$ cat src/design/tswq_pkg.sv
// shared types and codes for the task slot and wait queue manager
// used by tswq_ctrl, tswq_datapath and the top level
`default_nettype none
package tswq_pkg;

  // default sizes
  localparam int DEF_NUM_SLOTS  = 16;
  localparam int DEF_NUM_QUEUES = 8;
  localparam int DEF_ID_BITS    = 16;

  // request codes
  localparam logic [2:0] CMD_ALLOC  = 3'd0;
  localparam logic [2:0] CMD_FREE   = 3'd1;
  localparam logic [2:0] CMD_QUERY  = 3'd2;
  localparam logic [2:0] CMD_WAIT   = 3'd3;
  localparam logic [2:0] CMD_SIGNAL = 3'd4;

  // result status codes
  localparam logic [1:0] STS_OK        = 2'd0;
  localparam logic [1:0] STS_NO_SLOT   = 2'd1;
  localparam logic [1:0] STS_BAD_STATE = 2'd2;

  // slot states
  localparam logic [1:0] SLOT_UNUSED   = 2'd0;
  localparam logic [1:0] SLOT_RUNNABLE = 2'd1;
  localparam logic [1:0] SLOT_WAITING  = 2'd2;

  // source of the slot table read address
  typedef enum logic [1:0] {
    SEL_PORT,
    SEL_REM,
    SEL_HEAD
  } sel_t;

  // controller to datapath
  typedef struct packed {
    logic load;
    logic a_rd;
    logic q_rd;
    sel_t a_sel;
    logic mod_q;
    logic mod_r;
    logic exec;
    logic link;
    logic wake;
    logic res_load;
  } ctl_t;

  // datapath to controller
  typedef struct packed {
    logic port_query;
    logic wait_link;
    logic sig_wake;
  } sts_t;

endpackage
`default_nettype wire

$ cat src/design/tswq_datapath.sv
// slot and queue tables, free list head, id modulo unit and result registers
// depends on tswq_pkg; sequenced by tswq_ctrl
`default_nettype none
module tswq_datapath #(
  parameter int NUM_SLOTS  = tswq_pkg::DEF_NUM_SLOTS,
  parameter int NUM_QUEUES = tswq_pkg::DEF_NUM_QUEUES,
  parameter int ID_BITS    = tswq_pkg::DEF_ID_BITS
) (
  input  wire logic            clk,
  input  wire logic            rst,
  input  wire tswq_pkg::ctl_t  ctl,
  output tswq_pkg::sts_t       sts,
  input  wire logic [2:0]      command,
  input  wire logic [3:0]      slot_index,
  input  wire logic [15:0]     task_id_in,
  input  wire logic [2:0]      queue_id,
  output logic [1:0]           status,
  output logic [15:0]          task_id_out,
  output logic [3:0]           slot_out,
  output logic                 woke,
  output logic                 blocked,
  output logic                 terminated
);

  localparam int SW  = $clog2(NUM_SLOTS);
  localparam int LW  = $clog2(NUM_SLOTS + 1);
  localparam int RW  = SW + 1;
  localparam int QAW = (NUM_QUEUES > 1) ? $clog2(NUM_QUEUES) : 1;
  localparam int AWW = ID_BITS + 2;
  localparam int QWW = 2 * LW + 16;
  localparam logic [LW-1:0] NIL = LW'(NUM_SLOTS);
  localparam logic [31:0] MOD_RECIP = 32'((64'd1 << 32) / NUM_SLOTS);

  // tables
  logic [AWW-1:0] mem_a [NUM_SLOTS];
  logic [LW-1:0]  mem_l [NUM_SLOTS];
  logic [QWW-1:0] mem_q [NUM_QUEUES];
  logic [NUM_SLOTS-1:0]  slot_valid;
  logic [NUM_QUEUES-1:0] queue_valid;

  // latched request
  logic [2:0]         cmd_r;
  logic [3:0]         slot_r;
  logic [ID_BITS-1:0] tid_r;
  logic [2:0]         qid_r;

  logic [LW-1:0]  free_head;
  logic [LW-1:0]  free_head_next;
  logic           fh_we;

  // registered read data
  logic [AWW-1:0] a_rdata;
  logic [LW-1:0]  l_rdata;
  logic           a_rvalid;
  logic [SW-1:0]  a_raddr;
  logic [QWW-1:0] q_rdata;
  logic           q_rvalid;

  // modulo unit
  logic [15:0]    quot;
  logic [RW-1:0]  rem;
  logic [15:0]    x16;
  logic [47:0]    prod;
  logic [15:0]    qn;
  logic [15:0]    rem_wide;
  logic [RW-1:0]  rem_fix;

  logic [SW-1:0]  a_addr;
  logic [QAW-1:0] q_addr;

  // effective entries, with reset values for entries never written
  logic [1:0]         st_eff;
  logic [ID_BITS-1:0] id_eff;
  logic [LW-1:0]      l_eff;
  logic [LW-1:0]      q_head;
  logic [LW-1:0]      q_tail;
  logic [15:0]        q_pend;

  logic slot_in_range, q_in_range, fh_empty, slot_run;
  logic wait_ok, wait_block, tail_empty;

  logic           a_we;
  logic [SW-1:0]  a_waddr;
  logic [AWW-1:0] a_wdata;
  logic           l_we;
  logic [SW-1:0]  l_waddr;
  logic [LW-1:0]  l_wdata;
  logic           q_we;
  logic [QWW-1:0] q_wdata;

  logic [1:0]  status_next;
  logic [15:0] task_id_out_next;
  logic [3:0]  slot_out_next;
  logic        woke_next, blocked_next, terminated_next;

  assign x16      = 16'(tid_r);
  assign prod     = x16 * MOD_RECIP;
  assign qn       = 16'(quot * 16'(NUM_SLOTS));
  assign rem_wide = x16 - qn;
  // quotient estimate is low by at most one
  assign rem_fix  = (rem >= RW'(NUM_SLOTS)) ? rem - RW'(NUM_SLOTS) : rem;

  assign q_addr = QAW'(queue_id);

  always_comb begin
    unique case (ctl.a_sel)
      tswq_pkg::SEL_PORT: begin
        a_addr = (command == tswq_pkg::CMD_ALLOC) ? free_head[SW-1:0] : SW'(slot_index);
      end
      tswq_pkg::SEL_REM:  a_addr = rem_fix[SW-1:0];
      tswq_pkg::SEL_HEAD: a_addr = q_head[SW-1:0];
      default:            a_addr = SW'(slot_index);
    endcase
  end

  always_comb begin
    if (a_rvalid) begin
      st_eff = a_rdata[AWW-1:ID_BITS];
      id_eff = a_rdata[ID_BITS-1:0];
      l_eff  = l_rdata;
    end else begin
      st_eff = tswq_pkg::SLOT_UNUSED;
      id_eff = ID_BITS'(a_raddr);
      l_eff  = LW'(a_raddr) + LW'(1);
    end
    if (q_rvalid) begin
      q_head = q_rdata[QWW-1:LW+16];
      q_tail = q_rdata[LW+15:16];
      q_pend = q_rdata[15:0];
    end else begin
      q_head = NIL;
      q_tail = NIL;
      q_pend = 16'd0;
    end
  end

  assign slot_in_range = 9'(slot_r) < 9'(NUM_SLOTS);
  assign q_in_range    = 7'(qid_r) < 7'(NUM_QUEUES);
  assign fh_empty      = free_head >= NIL;
  assign slot_run      = slot_in_range && (st_eff == tswq_pkg::SLOT_RUNNABLE);
  assign wait_ok       = q_in_range && slot_run;
  assign wait_block    = wait_ok && (q_pend == 16'd0);
  assign tail_empty    = q_tail >= NIL;

  assign sts.port_query = (command == tswq_pkg::CMD_QUERY);
  assign sts.wait_link  = (cmd_r == tswq_pkg::CMD_WAIT) && wait_block && !tail_empty;
  assign sts.sig_wake   = (cmd_r == tswq_pkg::CMD_SIGNAL) && q_in_range && (q_head < NIL);

  // table updates
  always_comb begin
    a_we           = 1'b0;
    a_waddr        = SW'(slot_r);
    a_wdata        = {st_eff, id_eff};
    l_we           = 1'b0;
    l_waddr        = SW'(slot_r);
    l_wdata        = NIL;
    q_we           = 1'b0;
    q_wdata        = {q_head, q_tail, q_pend};
    fh_we          = 1'b0;
    free_head_next = free_head;
    if (ctl.wake) begin
      a_we    = 1'b1;
      a_waddr = a_raddr;
      a_wdata = {tswq_pkg::SLOT_RUNNABLE, id_eff};
      l_we    = 1'b1;
      l_waddr = a_raddr;
      q_we    = 1'b1;
      if (l_eff < NIL) begin
        q_wdata = {l_eff, q_tail, q_pend};
      end else begin
        q_wdata = {NIL, NIL, q_pend};
      end
    end else if (ctl.link) begin
      l_we    = 1'b1;
      l_waddr = q_tail[SW-1:0];
      l_wdata = LW'(slot_r);
    end else if (ctl.exec) begin
      case (cmd_r)
        tswq_pkg::CMD_ALLOC: begin
          if (!fh_empty) begin
            a_we           = 1'b1;
            a_waddr        = free_head[SW-1:0];
            a_wdata        = {tswq_pkg::SLOT_RUNNABLE, id_eff + ID_BITS'(NUM_SLOTS)};
            l_we           = 1'b1;
            l_waddr        = free_head[SW-1:0];
            fh_we          = 1'b1;
            free_head_next = l_eff;
          end
        end
        tswq_pkg::CMD_FREE: begin
          if (slot_run) begin
            a_we           = 1'b1;
            a_wdata        = {tswq_pkg::SLOT_UNUSED, id_eff};
            l_we           = 1'b1;
            l_wdata        = free_head;
            fh_we          = 1'b1;
            free_head_next = LW'(slot_r);
          end
        end
        tswq_pkg::CMD_WAIT: begin
          if (wait_ok && !wait_block) begin
            q_we    = 1'b1;
            q_wdata = {q_head, q_tail, q_pend - 16'd1};
          end else if (wait_block) begin
            a_we    = 1'b1;
            a_wdata = {tswq_pkg::SLOT_WAITING, id_eff};
            l_we    = 1'b1;
            q_we    = 1'b1;
            q_wdata = {(tail_empty ? LW'(slot_r) : q_head), LW'(slot_r), q_pend};
          end
        end
        tswq_pkg::CMD_SIGNAL: begin
          // saturating count when nobody waits
          if (q_in_range && !(q_head < NIL) && (q_pend != 16'hFFFF)) begin
            q_we    = 1'b1;
            q_wdata = {q_head, q_tail, q_pend + 16'd1};
          end
        end
        default: begin
        end
      endcase
    end
  end

  // result of the request
  always_comb begin
    status_next      = tswq_pkg::STS_OK;
    task_id_out_next = 16'd0;
    slot_out_next    = 4'd0;
    woke_next        = 1'b0;
    blocked_next     = 1'b0;
    terminated_next  = 1'b0;
    if (ctl.wake) begin
      slot_out_next = 4'(a_raddr);
      woke_next     = 1'b1;
    end else begin
      case (cmd_r)
        tswq_pkg::CMD_ALLOC: begin
          if (fh_empty) begin
            status_next = tswq_pkg::STS_NO_SLOT;
          end else begin
            task_id_out_next = 16'(id_eff + ID_BITS'(NUM_SLOTS));
            slot_out_next    = 4'(free_head[SW-1:0]);
          end
        end
        tswq_pkg::CMD_FREE: begin
          if (!slot_run) status_next = tswq_pkg::STS_BAD_STATE;
        end
        tswq_pkg::CMD_QUERY: begin
          terminated_next = (st_eff == tswq_pkg::SLOT_UNUSED) || (id_eff != tid_r);
        end
        tswq_pkg::CMD_WAIT: begin
          if (!wait_ok) status_next = tswq_pkg::STS_BAD_STATE;
          blocked_next = wait_block;
        end
        tswq_pkg::CMD_SIGNAL: begin
          if (!q_in_range) status_next = tswq_pkg::STS_BAD_STATE;
        end
        default: begin
        end
      endcase
    end
  end

  // control state
  always_ff @(posedge clk) begin
    if (rst) begin
      free_head   <= '0;
      slot_valid  <= '0;
      queue_valid <= '0;
    end else begin
      if (fh_we) free_head <= free_head_next;
      if (a_we) slot_valid[a_waddr] <= 1'b1;
      if (l_we) slot_valid[l_waddr] <= 1'b1;
      if (q_we) queue_valid[QAW'(qid_r)] <= 1'b1;
    end
  end

  // tables and read registers
  always_ff @(posedge clk) begin
    if (a_we) mem_a[a_waddr] <= a_wdata;
    if (l_we) mem_l[l_waddr] <= l_wdata;
    if (q_we) mem_q[QAW'(qid_r)] <= q_wdata;
    if (ctl.a_rd) begin
      a_rdata  <= mem_a[a_addr];
      l_rdata  <= mem_l[a_addr];
      a_rvalid <= slot_valid[a_addr];
      a_raddr  <= a_addr;
    end
    if (ctl.q_rd) begin
      q_rdata  <= mem_q[q_addr];
      q_rvalid <= queue_valid[q_addr];
    end
  end

  // request latch, modulo unit and results
  always_ff @(posedge clk) begin
    if (ctl.load) begin
      cmd_r  <= command;
      slot_r <= slot_index;
      tid_r  <= ID_BITS'(task_id_in);
      qid_r  <= queue_id;
    end
    if (ctl.mod_q) quot <= prod[47:32];
    if (ctl.mod_r) rem <= RW'(rem_wide);
    if (ctl.res_load) begin
      status      <= status_next;
      task_id_out <= task_id_out_next;
      slot_out    <= slot_out_next;
      woke        <= woke_next;
      blocked     <= blocked_next;
      terminated  <= terminated_next;
    end
  end

endmodule
`default_nettype wire

$ cat src/design/tswq_ctrl.sv
// sequencing state machine for the task slot and wait queue manager
// depends on tswq_pkg; drives tswq_datapath
`default_nettype none
module tswq_ctrl (
  input  wire logic            clk,
  input  wire logic            rst,
  input  wire logic            start,
  input  wire tswq_pkg::sts_t  sts,
  output tswq_pkg::ctl_t       ctl,
  output logic                 busy,
  output logic                 done
);

  typedef enum logic [2:0] {
    S_IDLE,
    S_MOD_Q,
    S_MOD_R,
    S_RD,
    S_EXEC,
    S_LINK,
    S_WAKE
  } state_t;

  state_t state;

  assign busy = (state != S_IDLE);

  always_comb begin
    ctl = '0;
    ctl.a_sel = tswq_pkg::SEL_PORT;
    unique case (state)
      S_IDLE: begin
        ctl.load = start;
        ctl.a_rd = start;
        ctl.q_rd = start;
      end
      S_MOD_Q: ctl.mod_q = 1'b1;
      S_MOD_R: ctl.mod_r = 1'b1;
      S_RD: begin
        ctl.a_rd  = 1'b1;
        ctl.a_sel = tswq_pkg::SEL_REM;
      end
      S_EXEC: begin
        ctl.exec     = 1'b1;
        ctl.res_load = !sts.sig_wake;
        // fetch the head waiter's entry
        if (sts.sig_wake) begin
          ctl.a_rd  = 1'b1;
          ctl.a_sel = tswq_pkg::SEL_HEAD;
        end
      end
      S_LINK: ctl.link = 1'b1;
      S_WAKE: begin
        ctl.wake     = 1'b1;
        ctl.res_load = 1'b1;
      end
      default: begin
      end
    endcase
  end

  always_ff @(posedge clk) begin
    if (rst) begin
      state <= S_IDLE;
      done  <= 1'b0;
    end else begin
      done <= 1'b0;
      unique case (state)
        S_IDLE: begin
          if (start) state <= sts.port_query ? S_MOD_Q : S_EXEC;
        end
        S_MOD_Q: state <= S_MOD_R;
        S_MOD_R: state <= S_RD;
        S_RD:    state <= S_EXEC;
        S_EXEC: begin
          if (sts.wait_link) begin
            state <= S_LINK;
          end else if (sts.sig_wake) begin
            state <= S_WAKE;
          end else begin
            state <= S_IDLE;
            done  <= 1'b1;
          end
        end
        S_LINK, S_WAKE: begin
          state <= S_IDLE;
          done  <= 1'b1;
        end
        default: state <= S_IDLE;
      endcase
    end
  end

endmodule
`default_nettype wire

$ cat src/design/task_slot_and_wait_queue_manager.sv
// task slot pool and counting wait queues, one request at a time
// path from accept to done: alloc, free, signal without waiter, a wait that
// consumes a signal or is rejected, and unknown codes pass only the execute
// state; a wait blocking behind a waiter adds a tail link write, a waking signal
// a second slot table read, query the two-step id modulo unit then a table read;
// busy drops with done; reset is synchronous; tables read as reset values via
// per-entry valid bits, so requests are taken from the first cycle after reset
`default_nettype none
module task_slot_and_wait_queue_manager #(
  parameter int NUM_SLOTS  = tswq_pkg::DEF_NUM_SLOTS,
  parameter int NUM_QUEUES = tswq_pkg::DEF_NUM_QUEUES,
  parameter int ID_BITS    = tswq_pkg::DEF_ID_BITS
) (
  input  wire logic        clk,
  input  wire logic        rst,
  input  wire logic        start,
  output logic             busy,
  output logic             done,
  input  wire logic [2:0]  command,
  input  wire logic [3:0]  slot_index,
  input  wire logic [15:0] task_id_in,
  input  wire logic [2:0]  queue_id,
  output logic [1:0]       status,
  output logic [15:0]      task_id_out,
  output logic [3:0]       slot_out,
  output logic             woke,
  output logic             blocked,
  output logic             terminated
);

  tswq_pkg::ctl_t ctl;
  tswq_pkg::sts_t sts;

  tswq_ctrl u_ctrl (
    .clk   (clk),
    .rst   (rst),
    .start (start),
    .sts   (sts),
    .ctl   (ctl),
    .busy  (busy),
    .done  (done)
  );

  tswq_datapath #(
    .NUM_SLOTS  (NUM_SLOTS),
    .NUM_QUEUES (NUM_QUEUES),
    .ID_BITS    (ID_BITS)
  ) u_datapath (
    .clk         (clk),
    .rst         (rst),
    .ctl         (ctl),
    .sts         (sts),
    .command     (command),
    .slot_index  (slot_index),
    .task_id_in  (task_id_in),
    .queue_id    (queue_id),
    .status      (status),
    .task_id_out (task_id_out),
    .slot_out    (slot_out),
    .woke        (woke),
    .blocked     (blocked),
    .terminated  (terminated)
  );

endmodule
`default_nettype wire

$ cat config.mk
export PLATFORM = sky130hd
export DESIGN_NAME = task_slot_and_wait_queue_manager
export DESIGN_NICKNAME = d
export VERILOG_FILES = /design/src/design/tswq_pkg.sv /design/src/design/tswq_datapath.sv /design/src/design/tswq_ctrl.sv /design/src/design/task_slot_and_wait_queue_manager.sv
export SDC_FILE = /design/constraint.sdc
export NUM_CORES = 1
export LEC_CHECK = 0
export BUFFER_PORTS_ARGS = -buffer_cell sky130_fd_sc_hd__buf_2
export CORE_MARGIN = 2
export CORE_UTILIZATION = 41
export CTS_CLUSTER_SIZE = 14
export DETAILED_ROUTE_END_ITERATION = 8
export GPL_TIMING_DRIVEN = 0
export SYNTH_ARGS = -nofsm -noshare
export SYNTH_HDL_FRONTEND = slang
export SYNTH_SLANG_ARGS = --single-unit
$ cat constraint.sdc
create_clock -name clk -period 9.3 [get_ports clk]
set_input_delay 1.86 -clock clk [delete_from_list [all_inputs] [get_ports clk]]
set_output_delay 1.86 -clock clk [all_outputs]
set_load 0.01 [all_outputs]
* After elaboration in Yosys (flattened, before gate mapping)
Memories as Yosys holds them, arrays and structs flattened. A register that Yosys moved wholly into a read port is not among the register bits. Cells that the tools add are included.
Storage, ports and cells: bits in registers 96, bits in writable memories 576, bits of input ports 29, output and inout bits 27, logic and storage cells 203, memories kept 3
Memories:
- u_datapath.mem_a | words 16, width 18, read ports 1, clocked after memory_dff 1, wr ports 1, line tswq_datapath.sv:35 | logic [AWW-1:0] mem_a [NUM_SLOTS];
- u_datapath.mem_q | words 8, width 26, read ports 1, clocked after memory_dff 1, wr ports 1, line tswq_datapath.sv:37 | logic [QWW-1:0] mem_q [NUM_QUEUES];
- u_datapath.mem_l | words 16, width 5, read ports 1, clocked after memory_dff 1, wr ports 1, line tswq_datapath.sv:36 | logic [LW-1:0] mem_l [NUM_SLOTS];
Operators by class: $add $sub $neg 6, magnitude comparators 13, eq/ne operators 19, multiplexer cells 106, bitwise operators 8, reduce and logical (&&, ||, !) cells 28
Operators with widths (number):
- $mux W26 | 6
- $mux W18 | 7
- $mux W16 | 6
- $mux W5 | 11
- $pmux W18 S3 | 1
- $pmux W26 S2 | 1
- $mux W4 | 12
- $mux W1 | 39
- $or A16 B16 Y16 | 2
- $add A16 B1 Y16 const B | 1
- $add A16 B5 Y16 const B | 1
- $logic_not A16 Y1 | 1
- $ne A16 B16 Y1 | 1
- $ne A16 B16 Y1 const B | 1
- $sub A16 B1 Y16 const B | 1
- $eq A3 B2 Y1 const B | 5
- $ge A5 B5 Y1 const B | 3
- $lt A4 B5 Y1 const B | 3
- $pmux W3 S5 | 1
- $eq A3 B3 Y1 const B | 4
- $mux W3 | 4
- $pmux W4 S3 | 1
- $lt A5 B5 Y1 const B | 2
- $pmux W5 S2 | 1
- 31 further kinds | 65

* Logic depth before layout (Yosys ltp)
depth after elaboration 15, mapped depth 12, depth with buffers taken out 9

* Modules after synthesis
A second synthesis with hierarchy kept.
Unflattened totals: cell total of the unflattened synthesis 2537, area, all modules 32292.2 um^2
By module, submodules not included:
- tswq_datapath | instances 1, cells each 2495, area each 31988.2 um^2, seq. area each 21180.3 um^2
- tswq_ctrl | instances 1, cells each 42, area each 304.0 um^2, seq. area each 80.1 um^2

* Worst setup path after synthesis
No wires, ideal clock.
path type input port to flip-flop, start input start, end register u_datapath.a_raddr[0] (enable), library setup time 0.371 ns, arrival 3.759 ns, data required time 8.929 ns, path slack 5.171 ns, stages on the path 2, buffers on the path 0, cell sequence and2_1 -> or2_2
RTL lines:
- start, declared | line task_slot_and_wait_queue_manager.sv:16 | input wire logic start,
- end signal, assigned | line tswq_datapath.sv:288 | a_raddr <= a_addr;
- end, declared | line tswq_datapath.sv:55 | logic [SW-1:0] a_raddr;

* Worst setup path after layout
start input command[1], end register u_datapath.a_rdata[3], read port of u_datapath.mem_a, data pin
On the way: cells in the longest elaborated chain, start to end 3
Ends and longest elaborated chain:
- start, declared | line task_slot_and_wait_queue_manager.sv:19 | input wire logic [2:0] command,
- $logic_not A3 Y1 | line tswq_datapath.sv:108 | a_addr = (command == tswq_pkg::CMD_ALLOC) ? free_head[SW-1:0] : SW'(slot_index);
- $mux W4 | line tswq_datapath.sv:108
- $pmux W4 S3 | line tswq_datapath.sv:106 | unique case (ctl.a_sel)
- end, declared | line tswq_datapath.sv:52 | logic [AWW-1:0] a_rdata;
Every way passes these cells. A chain may end at the register's enable or synchronous reset.

==> reports/summary.txt <==
Power Density: 210 nW/um^2
final-stage net count: 2266
Max Fclk: 0.197 GHz
Top delay family on crit path: buffers and inverters
critical path endpoint category: register
Clk pin slew, worst setup/hold paths: 60 ps
core box area: 71600 um^2
WP data required: 9650 ps
Hold Path End: u_datapath.slot_valid[6]
Synth area leaders: edfxtp_1 (69%), nand2_1 (4.8%), mux4_2 (4.1%)
peak supply drop: 0.000161 V
Synth cell types: 69
CP max FO: 10
Hold Path Cell Cnt: 2
Die Span X: 273 um
crit path DAT: 5420 ps
Leak Pwr: 11.1 nW
first-iteration detailed-routing DRC count: 2535
Wirelength per Cell: 25.0 um
fraction of layout cells with a size suffix above 1: 14.7%
Crit path top cell by count: clkbuf_1
Hold Crit Start: u_datapath.slot_valid[6]
worst path cell trace: buf_2 > nor3_1 > mux2i_1 > o221ai_1 > clkbuf_1 > clkbuf_1 > a32oi_1 > a22oi_1 > nand2b_1
Crit Path Class: input pin to register
Filler Cell Count: 6215
post-synthesis sequential area ratio: 71.6%
Worst path slowest cell: clkbuf_1
gpl congestion: 0.855
Synthesis Warnings: 0
Syn-to-layout area delta: 15.3%
Slew headroom: 6.73%
syn avg cell area: 14.3 um^2
Die Height: 273 um
crit path buf inv count: 3
Worst Skew: 25.1 ps
first-pass GRT wire length: 120 mm
ANT nets after route: 0
Mapped Area: 29700 um^2
footprint of the multi-input gates: 8030 um^2
DRT Pass-1 Iters: 6
GRT Overall Usage: 21.8%
Routed WL: 81.3 mm
Synth async-reset ratio: 0%
GR Overflow Total: 0
Hold Path Class: register to register
total power: 7.20 mW
Initial Utilization: 41.5%
DP HPWL: 57.1 mm
post-synth top area share: 69.4%
CTS Hold Bufs: 0
Final Hold Viols: 0
initial antenna violation count: 5
dominant synthesized flop cell: edfxtp_1
Final TNS setup: 0 ps
Clock Sinks: 719
die area: 74600 um^2
root buffer cell: clkbuf_16
Max-cap violations: 0
I/O pin cnt: 56
PostCTS Resize Cnt: 0
EDFF count, synth: 686
vias in the first global route: 18300
Post-CTS Setup Bufs: 0
Least-Margin Pin Slew: 1390 ps
slowest stage delay, CP: 660 ps
FF-to-FF setup slack: 4580 ps
register area: 21300 um^2
total CTS buffers: 74
Yosys reg bits: 719
worst r2r src: u_datapath.a_rvalid
reg2reg end: u_datapath.mem_a[7][12]
Slew Limit Fails: 0
# rows: 98
clk_lat worst skew: 630 ps
Reg2Reg Depth: 10
period utilization: 54.5%
Synth Instances: 2071
IO buf count: 55
syn_nets: 2103
H-Tree Depth: 3
final number of setup-violating endpoints: 0
Synth area leader: edfxtp_1
critical path startpoint category: input pin
Worst Hold Slack: 479 ps
Tmin final: 5070 ps
RSZ-0062 raised after global routing: false
Max Root-Sink Buffers: 3
vias: 19100
CTS tree: done
Residual DRC: 0
post-DR vias/cell: 5.87
outcome: complete, no violations
largest net degree at the start of global routing: 55
-- where the power goes --
group / internal (mW) / switching (mW) / leakage, nW / total (mW)
Clock: 1.66 / 1.24 / 1.14 / 2.90
Combinational: 0.181 / 0.423 / 3.44 / 0.603
Sequential: 3.64 / 0.0528 / 6.47 / 3.70
Total: 5.49 / 1.72 / 11.1 / 7.20
-- metal layers --
layer | vias up | part of all wire [%] | routed length (um) | track usage, %
li1 | 8354 | - | - | -
met1 | 9739 | 44 | 35900 | 32.2
met4 | 2 | 2.3 | 1890 | 7.28
met3 | 107 | 8.4 | 6810 | 3.79
met2 | 867 | 45 | 36700 | 32.6
met5 | - | 0.016 | 13 | 0
-- stage by stage --
| step | setup WS, ps | utilization [%] | cells | instance area (um^2) |
|---|---|---|---|---|
| CTS | 4300 | 47.8 | 3242 | 34200 |
| floorplan | 5170 | - | 2071 | 29700 |
| global placement | 2330 | 43.5 | 3076 | 31200 |
| detailed placement | 3650 | 44.5 | 3106 | 31800 |
| finish | 4230 | 47.8 | 3247 | 34200 |
| global route | 4120 | 47.8 | 3247 | 34200 |
-- worst max path at each step --
stage	cells past startpoint	end	start
2_1_floorplan	2	u_datapath.a_raddr[0]	start
3_3_place_gp	5	u_datapath.mem_q[1][5]	u_ctrl.state[2]
3_5_place_dp	9	u_datapath.a_rdata[4]	command[1]
4_1_cts	9	u_datapath.a_rdata[4]	command[1]
5_1_grt	9	u_datapath.l_rdata[0]	command[1]
6_report	9	u_datapath.a_rdata[3]	command[1]
-- sequential cells by signal, summed over array words and instances (netlist names), 2 cells and up --
register,count
u_datapath.q_rdata,26
u_datapath.qid_r,3
u_datapath.a_rdata,18
u_datapath.slot_out,4
u_datapath.l_rdata,5
u_datapath.a_raddr,4
u_ctrl.state,3
u_datapath.mem_q,208
u_datapath.task_id_out,16
u_datapath.slot_valid,16
u_datapath.free_head,5
u_datapath.tid_r,16
u_datapath.status,2
u_datapath.rem,4
u_datapath.queue_valid,8
u_datapath.mem_l,80
u_datapath.mem_a,288
u_datapath.slot_r,4
u_datapath.cmd_r,3
-- cells in the final DEF (no fill, tap or decap), drive strengths merged, types with 30 or more instances in the layout --
cell type	count
edfxtp	686
nand2	376
clkbuf	199
a21oi	142
nor2	106
buf	101
mux4	54
a32o	52
a32oi	52
o21ai	43
o22ai	38
nand2b	36
dfxtp	33
a22oi	30
mux2	30
clkinv	30
-- layout make-up --
type                            count  share of cell area (%)
Timing Repair Buffer               87                    2.47
Buffer                            123                    1.37
Antenna cell                        3                  0.0219
Clock inverter                     46                    1.15
Tap cell                          950                    3.47
Inverter                           17                   0.186
Sequential cell                   719                    62.1
Multi-Input combinational cell   1212                    23.5
Clock buffer                       90                    5.77
-- kinds of logic after synthesis --
group	count (synthesis)	share of synthesized area (%)
AOI/OAI and AO/OA	435	10.3
xor gates and xnor gates	36	1.06
adders and majority gates	3	0.126
buffers and inverters	140	1.80
DFF	719	71.6
muxes	97	5.67
and+or+nand+nor	641	9.48
-- worst reg2reg max path: stages, from the launching register on --
cell and delay, ps:
edfxtp_1 330, clkbuf_1 430, clkbuf_1 550, clkbuf_1 580, and2_1 310, ha_1 210
and3_1 220, nand4_1 180, nor2_1 280, nand2_1 120, xor2_1 1090
-- synth_stat cells, types with 16 or more instances --
| cell type | n |
|---|---|
| edfxtp_1 | 686 |
| nand2_1 | 376 |
| a21oi_1 | 142 |
| clkbuf_1 | 109 |
| nor2_1 | 102 |
| mux4_2 | 54 |
| a32o_1 | 52 |
| a32oi_1 | 52 |
| o21ai_0 | 43 |
| o22ai_1 | 38 |
| nand2b_1 | 36 |
| dfxtp_1 | 33 |
| a22oi_1 | 30 |
| mux2_2 | 30 |
| nor3_1 | 20 |
| xnor2_1 | 19 |
| nand3_1 | 18 |
| xor2_1 | 17 |
| inv_1 | 16 |
Power figures use the tool's default switching activity.
